<file path="config.mk">
export PLATFORM = sky130hd
export DESIGN_NAME = joystick_axis_normalizer
export DESIGN_NICKNAME = d
export VERILOG_FILES = /design/src/sv/jan_pkg.sv /design/src/sv/jan_axis_prep.sv /design/src/sv/jan_serial_div.sv /design/src/sv/jan_hat_decode.sv /design/src/sv/joystick_axis_normalizer.sv
export SDC_FILE = /design/constraint.sdc
export NUM_CORES = 1
export LEC_CHECK = 0
export ABC_AREA = 1
export BUFFER_PORTS_ARGS = -buffer_cell sky130_fd_sc_hd__buf_2
export CAP_MARGIN = 20
export CORE_AREA = 2 2 183 185
export DETAILED_ROUTE_END_ITERATION = 10
export DIE_AREA = 0 0 185 187
export PLACE_DENSITY = 0.85
export SETUP_SLACK_MARGIN = 0.5
export SYNTH_ARGS = -nofsm -noshare
export SYNTH_HDL_FRONTEND = slang
export SYNTH_SLANG_ARGS = --single-unit
</file>
<file path="constraint.sdc">
create_clock -name clk -period 18.9 [get_ports clk]
set_clock_uncertainty 0.05 [all_clocks]
set_input_delay 0.945 -clock clk [delete_from_list [all_inputs] [get_ports clk]]
set_output_delay 0.945 -clock clk [all_outputs]
set_load 0.01 [all_outputs]
</file>
<file path="src/sv/jan_pkg.sv">
`timescale 1ns / 1ps
// shared types and constants of the joystick axis normalizer
// no dependencies; imported by every module of the block but jan_serial_div

package jan_pkg;

  typedef logic [3:0]        reg_idx_t;
  typedef logic [3:0]        hat_dir_t;
  typedef logic signed [1:0] hat_unit_t;
  typedef logic [1:0]        axis_sel_t;

  localparam reg_idx_t REG_X_MIN  = 4'd0;
  localparam reg_idx_t REG_X_MAX  = 4'd1;
  localparam reg_idx_t REG_Y_MIN  = 4'd2;
  localparam reg_idx_t REG_Y_MAX  = 4'd3;
  localparam reg_idx_t REG_Z_MIN  = 4'd4;
  localparam reg_idx_t REG_Z_MAX  = 4'd5;
  localparam reg_idx_t REG_HAS_Z  = 4'd6;
  localparam reg_idx_t REG_HAS_HAT = 4'd7;

  localparam axis_sel_t AXIS_X = 2'd0;
  localparam axis_sel_t AXIS_Y = 2'd1;
  localparam axis_sel_t AXIS_Z = 2'd2;

  localparam int       HAT_DIRS   = 8;
  localparam hat_dir_t HAT_NONE   = 4'd8;
  localparam int       ANGLE_BITS = 16;
  localparam int       BTN_BITS   = 32;
  localparam int       BTN_KEEP   = 8;

  localparam logic [ANGLE_BITS-1:0] HAT_ANGLES [HAT_DIRS] = '{
    16'd0, 16'd4500, 16'd9000, 16'd13500, 16'd18000, 16'd22500, 16'd27000, 16'd31500
  };
  localparam hat_unit_t HAT_DX [HAT_DIRS] = '{
    2'sd0, 2'sd1, 2'sd1, 2'sd1, 2'sd0, -2'sd1, -2'sd1, -2'sd1
  };
  localparam hat_unit_t HAT_DY [HAT_DIRS] = '{
    2'sd1, 2'sd1, 2'sd0, -2'sd1, -2'sd1, -2'sd1, 2'sd0, 2'sd1
  };

  typedef struct packed {
    logic neg;
    logic zero;
  } axis_flags_t;

  typedef enum logic [1:0] {
    S_IDLE,
    S_PREP,
    S_DIV,
    S_DONE
  } jan_state_t;

endpackage

</file>
<file path="src/sv/jan_axis_prep.sv">
`timescale 1ns / 1ps
// clamps one raw axis to its calibration window and centers it
// uses jan_pkg for the flag struct; feeds jan_serial_div

module jan_axis_prep #(
  parameter int AXIS_BITS = 16
) (
  input  logic [AXIS_BITS-1:0] raw,
  input  logic [AXIS_BITS-1:0] lo,
  input  logic [AXIS_BITS-1:0] hi,
  output logic [AXIS_BITS-1:0] mag,
  output logic [AXIS_BITS-1:0] span,
  output jan_pkg::axis_flags_t flags
);
  import jan_pkg::*;

  logic [AXIS_BITS-1:0] clamped;
  logic [AXIS_BITS-1:0] off;
  logic [AXIS_BITS-1:0] half;

  always_comb begin
    span = hi - lo;
    half = span >> 1;
    if (raw < lo) begin
      clamped = lo;
    end else if (raw > hi) begin
      clamped = hi;
    end else begin
      clamped = raw;
    end
    off = clamped - lo;
    flags.zero = (hi <= lo);
    flags.neg  = (off < half);
    mag = flags.neg ? (half - off) : (off - half);
  end

endmodule

</file>
<file path="src/sv/jan_serial_div.sv">
`timescale 1ns / 1ps
// restoring divider, one quotient bit per cycle
// computes (mag << (FRAC_BITS+1)) / divisor; no package needed

module jan_serial_div #(
  parameter int AXIS_BITS = 16,
  parameter int FRAC_BITS = 14
) (
  input  logic                 clk,
  input  logic                 rst_n,
  input  logic                 start,
  input  logic [AXIS_BITS-1:0] mag,
  input  logic [AXIS_BITS-1:0] divisor,
  output logic                 done,
  output logic [FRAC_BITS+1:0] quo
);
  localparam int QW = FRAC_BITS + 2;
  localparam int CW = $clog2(QW + 1);
  localparam logic [CW-1:0] LAST = CW'(QW - 1);

  logic [AXIS_BITS-1:0] rem_r;
  logic [AXIS_BITS-1:0] div_r;
  logic [QW-1:0]        quo_r;
  logic                 bit_r;
  logic [CW-1:0]        cnt_r;
  logic                 busy_r;
  logic                 done_r;

  logic [AXIS_BITS:0]   sh;
  logic [AXIS_BITS:0]   sub;
  logic                 ge;

  always_comb begin
    sh  = {rem_r, bit_r};
    sub = sh - {1'b0, div_r};
    ge  = (sh >= {1'b0, div_r});
  end

  always_ff @(posedge clk) begin
    if (!rst_n) begin
      busy_r <= 1'b0;
      done_r <= 1'b0;
      cnt_r  <= '0;
    end else begin
      done_r <= busy_r && (cnt_r == LAST);
      if (start) begin
        busy_r <= 1'b1;
        cnt_r  <= '0;
      end else if (busy_r) begin
        cnt_r <= cnt_r + CW'(1);
        if (cnt_r == LAST) begin
          busy_r <= 1'b0;
        end
      end
    end
  end

  always_ff @(posedge clk) begin
    if (start) begin
      rem_r <= mag >> 1;
      bit_r <= mag[0];
      div_r <= divisor;
      quo_r <= '0;
    end else if (busy_r) begin
      rem_r <= ge ? sub[AXIS_BITS-1:0] : sh[AXIS_BITS-1:0];
      bit_r <= 1'b0;
      quo_r <= {quo_r[QW-2:0], ge};
    end
  end

  assign done = done_r;
  assign quo  = quo_r;

endmodule

</file>
<file path="src/sv/jan_hat_decode.sv">
`timescale 1ns / 1ps
// maps a hat angle to one of eight compass directions and unit steps, or to HAT_NONE
// when there is no hat or no angle matches; uses the angle and unit tables of jan_pkg

module jan_hat_decode (
  input  logic [jan_pkg::ANGLE_BITS-1:0] angle,
  input  logic                           has_hat,
  output jan_pkg::hat_dir_t              dir,
  output jan_pkg::hat_unit_t             dx,
  output jan_pkg::hat_unit_t             dy
);
  import jan_pkg::*;

  always_comb begin
    dir = HAT_NONE;
    dx  = 2'sd0;
    dy  = 2'sd0;
    if (has_hat) begin
      for (int k = 0; k < HAT_DIRS; k++) begin
        if (angle == HAT_ANGLES[k]) begin
          dir = hat_dir_t'(k);
          dx  = HAT_DX[k];
          dy  = HAT_DY[k];
        end
      end
    end
  end

endmodule

</file>
<file path="src/sv/joystick_axis_normalizer.sv">
`timescale 1ns / 1ps
// Joystick axis normalizer: one poll sample in, at most one calibrated result out,
// emitted only when the stick is present and the buttons or an axis changed. Axes are
// clamped, centered and scaled to signed values with FRAC_BITS fraction bits, saturated
// to +-2^FRAC_BITS. The three axes share one bit-serial divider that yields one quotient
// bit per cycle, so the axes of a sample are worked on one after another; an axis with an
// empty range, or Z without a Z axis, skips the divider and gives zero. A sample with the
// stick absent gives no result.
// The next sample is taken once the previous one is finished, even while its result waits.
// Depends on jan_pkg, jan_axis_prep, jan_serial_div and jan_hat_decode.

module joystick_axis_normalizer #(
  parameter int AXIS_BITS = 16,
  parameter int FRAC_BITS = 14
) (
  input  logic                              clk,
  input  logic                              rst_n,
  input  logic                              in_valid,
  output logic                              in_stall,
  input  logic [AXIS_BITS-1:0]              in_raw_x,
  input  logic [AXIS_BITS-1:0]              in_raw_y,
  input  logic [AXIS_BITS-1:0]              in_raw_z,
  input  logic [jan_pkg::BTN_BITS-1:0]      in_button_word,
  input  logic [jan_pkg::ANGLE_BITS-1:0]    in_hat_angle,
  input  logic                              in_stick_present,
  output logic                              out_valid,
  input  logic                              out_stall,
  output logic signed [FRAC_BITS+1:0]       out_norm_x,
  output logic signed [FRAC_BITS+1:0]       out_norm_y,
  output logic signed [FRAC_BITS+1:0]       out_norm_z,
  output logic [jan_pkg::BTN_KEEP-1:0]      out_buttons_low,
  output jan_pkg::hat_dir_t                 out_hat_direction,
  output jan_pkg::hat_unit_t                out_hat_dx,
  output jan_pkg::hat_unit_t                out_hat_dy,
  input  logic                              cfg_valid,
  output logic                              cfg_ready,
  input  jan_pkg::reg_idx_t                 cfg_index,
  input  logic [AXIS_BITS-1:0]              cfg_data
);
  import jan_pkg::*;

  localparam int NW = FRAC_BITS + 2;
  localparam logic [NW-1:0] LIM = NW'(1) << FRAC_BITS;
  localparam logic signed [NW-1:0] LIM_S = LIM;

  // calibration
  logic [AXIS_BITS-1:0] x_min_r, x_max_r, y_min_r, y_max_r, z_min_r, z_max_r;
  logic                 has_z_r, has_hat_r;

  // captured request
  logic [AXIS_BITS-1:0]  raw_r [3];
  logic [BTN_KEEP-1:0]   btn_r;
  logic [ANGLE_BITS-1:0] angle_r;

  // per-axis results and change history
  logic signed [NW-1:0] res_r [3];
  logic                 neg_r;
  logic [BTN_KEEP-1:0]  last_btn_r;
  logic signed [NW-1:0] last_x_r, last_y_r, last_z_r;

  // output register
  logic                 out_valid_r;
  logic signed [NW-1:0] out_x_r, out_y_r, out_z_r;
  logic [BTN_KEEP-1:0]  out_btn_r;
  hat_dir_t             out_dir_r;
  hat_unit_t            out_dx_r, out_dy_r;

  jan_state_t state_r, state_nxt;
  axis_sel_t  ax_r, ax_nxt;

  // control
  logic capture, div_start, res_we_zero, res_we_div, load_out;

  logic [AXIS_BITS-1:0] sel_raw, sel_lo, sel_hi, mag, span;
  axis_flags_t          flags;
  logic                 div_done;
  logic [NW-1:0]        quo, sat;
  logic signed [NW-1:0] div_val;
  logic                 skip_axis, changed, slot_free;
  hat_dir_t             hat_dir;
  hat_unit_t            hat_dx, hat_dy;

  always_ff @(posedge clk) begin
    if (!rst_n) begin
      x_min_r   <= '0;
      x_max_r   <= '1;
      y_min_r   <= '0;
      y_max_r   <= '1;
      z_min_r   <= '0;
      z_max_r   <= '1;
      has_z_r   <= 1'b0;
      has_hat_r <= 1'b0;
    end else if (cfg_valid && cfg_ready) begin
      case (cfg_index)
        REG_X_MIN:   x_min_r   <= cfg_data;
        REG_X_MAX:   x_max_r   <= cfg_data;
        REG_Y_MIN:   y_min_r   <= cfg_data;
        REG_Y_MAX:   y_max_r   <= cfg_data;
        REG_Z_MIN:   z_min_r   <= cfg_data;
        REG_Z_MAX:   z_max_r   <= cfg_data;
        REG_HAS_Z:   has_z_r   <= cfg_data[0];
        REG_HAS_HAT: has_hat_r <= cfg_data[0];
        default: ;
      endcase
    end
  end

  assign cfg_ready = 1'b1;

  always_comb begin
    case (ax_r)
      AXIS_X: begin
        sel_lo = x_min_r;
        sel_hi = x_max_r;
      end
      AXIS_Y: begin
        sel_lo = y_min_r;
        sel_hi = y_max_r;
      end
      default: begin
        sel_lo = z_min_r;
        sel_hi = z_max_r;
      end
    endcase
    sel_raw = raw_r[ax_r];
  end

  jan_axis_prep #(.AXIS_BITS(AXIS_BITS)) u_prep (
    .raw   (sel_raw),
    .lo    (sel_lo),
    .hi    (sel_hi),
    .mag   (mag),
    .span  (span),
    .flags (flags)
  );

  jan_serial_div #(.AXIS_BITS(AXIS_BITS), .FRAC_BITS(FRAC_BITS)) u_div (
    .clk     (clk),
    .rst_n   (rst_n),
    .start   (div_start),
    .mag     (mag),
    .divisor (span),
    .done    (div_done),
    .quo     (quo)
  );

  jan_hat_decode u_hat (
    .angle   (angle_r),
    .has_hat (has_hat_r),
    .dir     (hat_dir),
    .dx      (hat_dx),
    .dy      (hat_dy)
  );

  always_comb begin
    sat       = (quo > LIM) ? LIM : quo;
    div_val   = neg_r ? -$signed(sat) : $signed(sat);
    skip_axis = flags.zero || ((ax_r == AXIS_Z) && !has_z_r);
    changed   = (btn_r != last_btn_r) || (res_r[0] != last_x_r) ||
                (res_r[1] != last_y_r) || (res_r[2] != last_z_r);
    slot_free = !out_valid_r || !out_stall;
  end

  // next state
  always_comb begin
    state_nxt = state_r;
    ax_nxt    = ax_r;
    case (state_r)
      S_IDLE: begin
        ax_nxt = AXIS_X;
        if (in_valid && in_stick_present) begin
          state_nxt = S_PREP;
        end
      end
      S_PREP: begin
        if (skip_axis) begin
          if (ax_r == AXIS_Z) begin
            state_nxt = S_DONE;
          end else begin
            ax_nxt = ax_r + 2'd1;
          end
        end else begin
          state_nxt = S_DIV;
        end
      end
      S_DIV: begin
        if (div_done) begin
          if (ax_r == AXIS_Z) begin
            state_nxt = S_DONE;
          end else begin
            ax_nxt    = ax_r + 2'd1;
            state_nxt = S_PREP;
          end
        end
      end
      S_DONE: begin
        if (!changed || slot_free) begin
          state_nxt = S_IDLE;
        end
      end
      default: state_nxt = S_IDLE;
    endcase
  end

  // outputs of the sequencer
  always_comb begin
    capture     = 1'b0;
    div_start   = 1'b0;
    res_we_zero = 1'b0;
    res_we_div  = 1'b0;
    load_out    = 1'b0;
    in_stall    = 1'b1;
    case (state_r)
      S_IDLE: begin
        in_stall = 1'b0;
        capture  = in_valid;
      end
      S_PREP: begin
        res_we_zero = skip_axis;
        div_start   = !skip_axis;
      end
      S_DIV:  res_we_div = div_done;
      S_DONE: load_out   = changed && slot_free;
      default: ;
    endcase
  end

  always_ff @(posedge clk) begin
    if (!rst_n) begin
      state_r <= S_IDLE;
      ax_r    <= AXIS_X;
    end else begin
      state_r <= state_nxt;
      ax_r    <= ax_nxt;
    end
  end

  always_ff @(posedge clk) begin
    if (capture) begin
      raw_r[0] <= in_raw_x;
      raw_r[1] <= in_raw_y;
      raw_r[2] <= in_raw_z;
      btn_r    <= in_button_word[BTN_KEEP-1:0];
      angle_r  <= in_hat_angle;
    end
    if (div_start) begin
      neg_r <= flags.neg;
    end
    if (res_we_zero) begin
      res_r[ax_r] <= '0;
    end else if (res_we_div) begin
      res_r[ax_r] <= div_val;
    end
  end

  always_ff @(posedge clk) begin
    if (!rst_n) begin
      last_btn_r  <= '0;
      last_x_r    <= '0;
      last_y_r    <= '0;
      last_z_r    <= '0;
      out_valid_r <= 1'b0;
    end else begin
      if (load_out) begin
        last_btn_r  <= btn_r;
        last_x_r    <= res_r[0];
        last_y_r    <= res_r[1];
        last_z_r    <= res_r[2];
        out_valid_r <= 1'b1;
      end else if (!out_stall) begin
        out_valid_r <= 1'b0;
      end
    end
  end

  always_ff @(posedge clk) begin
    if (load_out) begin
      out_x_r   <= res_r[0];
      out_y_r   <= res_r[1];
      out_z_r   <= res_r[2];
      out_btn_r <= btn_r;
      out_dir_r <= hat_dir;
      out_dx_r  <= hat_dx;
      out_dy_r  <= hat_dy;
    end
  end

  assign out_valid         = out_valid_r;
  assign out_norm_x        = out_x_r;
  assign out_norm_y        = out_y_r;
  assign out_norm_z        = out_z_r;
  assign out_buttons_low   = out_btn_r;
  assign out_hat_direction = out_dir_r;
  assign out_hat_dx        = out_dx_r;
  assign out_hat_dy        = out_dy_r;

  // divider only runs while an axis is being worked on
  a_div_idle: assert property (@(posedge clk) disable iff (!rst_n)
    (state_r == S_IDLE || state_r == S_DONE) |-> !div_done)
    else $error("divider finished outside an axis slot");

  // a new result only comes from the finish state with a change seen
  a_out_src: assert property (@(posedge clk) disable iff (!rst_n)
    $rose(out_valid_r) |-> $past(state_r == S_DONE && changed))
    else $error("result loaded without a detected change");

  // emitted axes stay inside the saturation bounds
  a_sat: assert property (@(posedge clk) disable iff (!rst_n)
    out_valid_r |-> (out_x_r <= LIM_S && out_x_r >= -LIM_S &&
                     out_y_r <= LIM_S && out_y_r >= -LIM_S &&
                     out_z_r <= LIM_S && out_z_r >= -LIM_S))
    else $error("normalized axis beyond saturation bound");

  // without a Z axis the emitted Z value is zero
  a_no_z: assert property (@(posedge clk) disable iff (!rst_n)
    $rose(out_valid_r) && !has_z_r |-> (out_z_r == '0))
    else $error("Z value emitted without a Z axis");

endmodule
</file>
# Yosys cells after proc, flatten, opt, wreduce, memory -nomap -nowiden
# Memories as Yosys holds them, arrays and structs flattened. A register that Yosys moved wholly into a read port is not among the register bits.
# Index checks and enable logic that the tools add are counted.
[word_totals]
ff_bits = 304
output_inout_bits = 67
ramBits = 96
wordCells = 183
inputBits = 122
memories = 2
[op_classes]
n_eq_ne = 30
bitwise = 3
reduce_logical = 33
n_mux = 67
n_addsub = 8
n_lt_le_gt_ge = 6
[memory_table]
columns = ["memory", "words", "width", "read_ports", "rd_clocked_by_memory_dff", "write_ports", "line_no", "text"]
rows = [
  ["raw_r", 3, 16, 1, 1, 3, "joystick_axis_normalizer.sv:51", "logic [AXIS_BITS-1:0] raw_r [3];"],
  ["res_r", 3, 16, 3, 0, 1, "joystick_axis_normalizer.sv:56", "logic signed [NW-1:0] res_r [3];"],
]
[op_table]
columns = ["operator", "n"]
rows = [
  ["$mux 16", 7],
  ["$eq 16x15->1 const B", 4],
  ["$pmux 16 s2", 2],
  ["$ne 16x16->1", 3],
  ["$sub 16x16->16", 3],
  ["$mux 2", 17],
  ["$eq 16x14->1 const B", 2],
  ["$mux 4", 8],
  ["$mux 15", 2],
  ["$mux 1", 29],
  ["$ge 17x16->1", 1],
  ["$eq 16x13->1 const B", 1],
  ["$eq 4x3->1 const B", 4],
  ["$gt 16x15->1 const B", 1],
  ["$gt 16x16->1", 1],
  ["$le 16x16->1", 1],
  ["$logic_not 16->1", 1],
  ["$lt 16x15->1", 1],
  ["$lt 16x16->1", 1],
  ["$neg 16->16", 1],
  ["$reduce_and 2->1", 8],
  ["$sub 15x16->16", 1],
  ["$sub 16x15->16", 1],
  ["$eq 4x2->1 const B", 2],
  ["25 further kinds", 45],
]

# Longest topological paths before layout
[logic_depth]
word_depth = 9
ltp_mapped = 45
depth_no_buf = 43

# Modules after synthesis
# A second synthesis with hierarchy kept.
[hier_totals]
hier_cells = 2766
hier_area_um2 = 22232.6
[by_module_without_submodules]
columns = ["module", "cells_each", "area_each_um2", "n_inst"]
rows = [
  ["joystick_axis_normalizer", 1511, 13953.4, 1],
  ["jan_axis_prep", 710, 4445.5, 1],
  ["jan_serial_div", 430, 3314.4, 1],
  ["jan_hat_decode", 115, 519.2, 1],
]

# Worst setup path after synthesis
# OpenSTA, ideal clock, no wires.
[synth_path]
path_kind = "register to register"
startpoint = "reg ax_r[1]"
endpoint = "reg u_div.rem_r[13], data pin"
required_ns = 18.587
t_arrival_ns = 6.596
setup_time_ns = 0.263
stages_incl_launch_ff = 44
setup_slack_ns = 11.990
path_cell_list = "dfxtp_1 -> inv_1 -> ha_1 -> buf_6 -> nor2_8 -> buf_1 -> clkbuf_1 -> a21oi_1 -> ha_1 -> nand2_1 -> nor2_1 -> nand4_1 -> o21ai_0 -> nor2_1 -> nand2_1 -> nand2_1 -> inv_1 -> clkbuf_1 -> [... 8 more ...] -> nor2_1 -> o31ai_1 -> a21oi_1 -> o21bai_1 -> a21oi_1 -> o21ai_0 -> xor2_1 -> inv_1 -> ha_1 -> nand2_1 -> inv_1 -> nand3_1 -> o221ai_1 -> a21oi_2 -> clkbuf_1 -> nand3_1 -> nand3_1 -> o21ai_1"
[synth_between]
elab_chain_cells = 9
elab_cells_between_ends = 21
[synth_lines]
columns = ["item", "line_no", "text"]
rows = [
  ["start, declared", "joystick_axis_normalizer.sv:69", "axis_sel_t ax_r, ax_nxt;"],
  ["start signal, assigned", "joystick_axis_normalizer.sv:234", "ax_r <= ax_nxt;"],
  ["$eq 2x1->1 / $logic_not 2->1 (equally long branches)", "joystick_axis_normalizer.sv:111", "case (ax_r)"],
  ["$pmux 16 s2", "joystick_axis_normalizer.sv:111", ""],
  ["$gt 16x16->1", "jan_axis_prep.sv:26", "end else if (raw > hi) begin"],
  ["$mux 16", "jan_axis_prep.sv:26", ""],
  ["$mux 16", "jan_axis_prep.sv:24", "if (raw < lo) begin"],
  ["$sub 16x16->16", "jan_axis_prep.sv:31", "off = clamped - lo;"],
  ["$sub 16x15->16, or another cell as far along", "jan_axis_prep.sv:34", "mag = flags.neg ? (half - off) : (off - half);"],
  ["$mux 16", "jan_axis_prep.sv:34", ""],
  ["$mux 15 (*)", "jan_serial_div.sv:59", "if (start) begin"],
  ["end signal, assigned", "jan_serial_div.sv:60", "rem_r <= mag >> 1;"],
  ["end signal, assigned", "jan_serial_div.sv:65", "rem_r <= ge ? sub[AXIS_BITS-1:0] : sh[AXIS_BITS-1:0];"],
  ["end, declared", "jan_serial_div.sv:21", "logic [AXIS_BITS-1:0] rem_r;"],
]
# Mark *: on every way between the ends. The rest lies on a longest branch, timed or not.
# A chain may end at the register's enable or synchronous reset.

# Worst setup path in the final report
# Ends and elaborated chain as after synthesis.

==> out/qor.csv <==
stage;metric;value;unit
setup_path;critical path class;reg2reg;
clocking;Root Driver;clkbuf_16;
clocking;H-Tree Depth;2;
setup_path;Critical Path Source Type;flop;
logic_synthesis;Syn Nets;2672;
setup_path;Worst Path Max Fanout;30;
placement;Placed Instances;2958;
global_routing;first-pass GRT wire length;79860;um
die;Initial Util;63.92;%
final_layout;fill cell count;2467;
global_routing;largest net degree at the start of global routing;97;
placement;area post-placement;22090;sq um
setup_path;Top cell by count, worst path;nand2_1;
routing;final WL;49930;um
routing;# DRC;0;
routing;wire per inst;16.45;um
final_layout;fin area;23450;sq um
global_routing;vias in the first global route;16510;
sta;Slew HR;30.86;%
setup_path;Critical Path Source;ax_r[1];
setup_path;Reg2Reg Depth;40;
placement;IO buf count;163;
setup_path;Setup crit end kind;flop;
logic_synthesis;mean area per synthesized cell;8.662;sq um
final_layout;Inserted Diodes;0;
logic_synthesis;Synth cell types;65;
clocking;clock slew at reported path FFs;0.06;ns
sta;RSZ-0062 raised after global routing;no;
die;core area;32860;sq um
routing;drt initial violations;1385;
run;MaxCap Viol Count;0;
final_layout;multi-input logic area;9261;sq um
setup_path;worst setup path endpoint;u_div.rem_r[13];
routing;via/cell ratio;5.656;
die;total die area;34600;sq um
final_layout;post-route insts no fill;3035;
setup_path;r2r endpoint;u_div.rem_r[13];
clocking;number of hold buffers added after CTS;0;
final_layout;Largest regs;raw_r x48, res_r x48;
die;Die W;185;um
clocking;CTS sink count;402;
setup_path;crit-path max cell delay;0.85;ns
global_routing;initial antenna violation count;0;
sta;Worst Max-Slew Pin Slew;1.037;ns
hold_path;Hold Path Class;reg2reg;
sta;Fin Hold WS;0.4038;ns
global_routing;GRT Residual Overflow;0;
routing;DR vias;17165;
die;Boundary Pins;189;
die;row count;67;
clocking;clk buf depth;3;
setup_path;critical register-to-register path startpoint;ax_r[1];
placement;GP Congestion;0.9085;
final_layout;fraction of layout instances using a drive strength above 1;11.40;%
sta;setup TNS;0;ns
sta;Max Fclk;106.7;MHz
clocking;Post-CTS Setup Inserts;0;
placement;HPWL Detailed;35570;um
clocking;post-CTS sizing;0;
global_routing;Tot GR Track Use;28.74;%
clocking;CTS tree;built;
clocking;clock latency at the later pin of the worst-skew pair;0.55;ns
die;Die Span Y;187;um
logic_synthesis;Post-synth EDFFs;217;
logic_synthesis;#FFs+latches synth;402;
outcome;outcome;complete, no violations;
routing;ANT nets after route;0;
final_layout;nets;2801;
sta;Setup Viol. Count Final;0;
logic_synthesis;async set-or-reset flop fraction in the synthesized netlist;0;%
sta;Final Slew Violations;0;
setup_path;CP Data Arrival Time;9.71;ns
final_layout;register area;10220;sq um
sta;Final Hold Viols;0;
sta;Tcrit/Tclk final;49.57;%
logic_synthesis;Synth Cell Area;21010;sq um
logic_synthesis;yosys warns;0;
setup_path;CP Data Required Time;19.25;ns
sta;Tmin final;9.368;ns
routing;length of the first detailed-routing pass in iterations;6;
clocking;CTS buffer count;41;
setup_path;r2r setup slk;9.53;ns
logic_synthesis;Synth Flop Type;edfxtp_1;
hold_path;hold path cells;2;
logic_synthesis;cells after synthesis;2425;
logic_synthesis;post-synthesis sequential area ratio;48.65;%
final_layout;Layout area overhead;11.64;%
setup_path;CP max-delay cell;ha_1;
worst min-delay path by stage:
stage,slack (ns),endpoint,startpoint
after floorplan,0.37,x_min_r[10],x_min_r[10]
after global placement,0.38,x_min_r[10],x_min_r[10]
after detailed placement,0.40,x_min_r[13],x_min_r[13]
after CTS,0.40,x_min_r[13],x_min_r[13]
after global routing,0.42,x_min_r[15],x_min_r[15]
final,0.40,x_min_r[13],x_min_r[13]
cells by family after synthesis:
logic type / after synthesis / share of synthesized area [%]
AO/OA/AOI/OAI: 528 / 14.09
XOR/XNOR: 122 / 5.087
adder cells (fa/ha/maj): 125 / 7.588
buffers and inverters: 392 / 7.296
flip-flops: 402 / 48.65
multiplexers: 1 / 0.04765
other: 1 / 0.01785
AND/OR/NAND/NOR: 854 / 17.22
cell usage after synthesis (6+ instances only):
library cell / count / area share [%]
nand2_1: 461 / 8.2
inv_1: 291 / 5.2
edfxtp_1: 217 / 31
a21oi_1: 206 / 4.9
nor2_1: 198 / 3.5
dfxtp_1: 185 / 18
o21ai_0: 178 / 4.2
ha_1: 121 / 7.2
nand3_1: 95 / 2.3
clkbuf_1: 71 / 1.3
xor2_1: 66 / 2.8
xnor2_1: 56 / 2.3
o211ai_1: 40 / 1.4
o21ai_1: 26 / 0.62
nor3_1: 22 / 0.52
nand4_1: 21 / 0.63
o22ai_1: 16 / 0.48
nor4_1: 12 / 0.36
or2_2: 12 / 0.36
nand2_2: 11 / 0.33
buf_2: 9 / 0.21
a21boi_0: 8 / 0.29
a211oi_1: 7 / 0.25
o21bai_1: 7 / 0.25
a21o_1: 6 / 0.21
inv_2: 6 / 0.11
layer usage:
metal  routed length, um  track usage, %
met5                   0               0
met4                2141           12.79
met3                3194           4.206
met2               24760           50.78
met1               19840           34.60
through the flow:
step                utilization [%]  worst slack (ns)
floorplan                         -             11.99
global placement              67.23             9.912
detailed placement            67.23             9.779
CTS                           71.28             9.723
global route                  71.36             8.858
finish                        71.36             9.532
worst max-delay path, delay by kind of cell (launching register included):
kind	cells	cell delay, ns
AOI/OAI and AO/OA	14	3.08
adders and majority gates	5	2.21
and+or+nand+nor	14	1.71
buffers and inverters	6	1.53
DFF	1	0.33
xor gates and xnor gates	1	0.27
final cells by class:
class,instances,area share [%]
tap,448,2.390
clock inverter,18,0.7363
sequential,402,43.58
clock buffer,58,4.946
inverter,300,4.812
timing repair buffer,178,4.044
multi-input combinational,1631,39.49
cells in the final DEF (no fill, tap or decap), types with 11 or more instances in the layout:
master / netlist / layout
a21oi_1: 206 / 206
buf_2: 9 / 163
buf_4: 5 / 14
clkbuf_16: 0 / 41
dfxtp_1: 185 / 185
edfxtp_1: 217 / 217
ha_1: 121 / 121
inv_1: 291 / 289
nand2_1: 461 / 461
nand2_2: 11 / 11
nand3_1: 95 / 94
nand4_1: 21 / 21
nor2_1: 198 / 197
nor3_1: 22 / 22
nor4_1: 12 / 12
o211ai_1: 40 / 40
o21ai_0: 178 / 178
o21ai_1: 26 / 26
o22ai_1: 16 / 16
or2_2: 12 / 12
xnor2_1: 56 / 56
xor2_1: 66 / 66
Power is left out: the tool's default activity adds up to more than one toggle a clock period on the data nets, which glitch-free logic cannot reach.
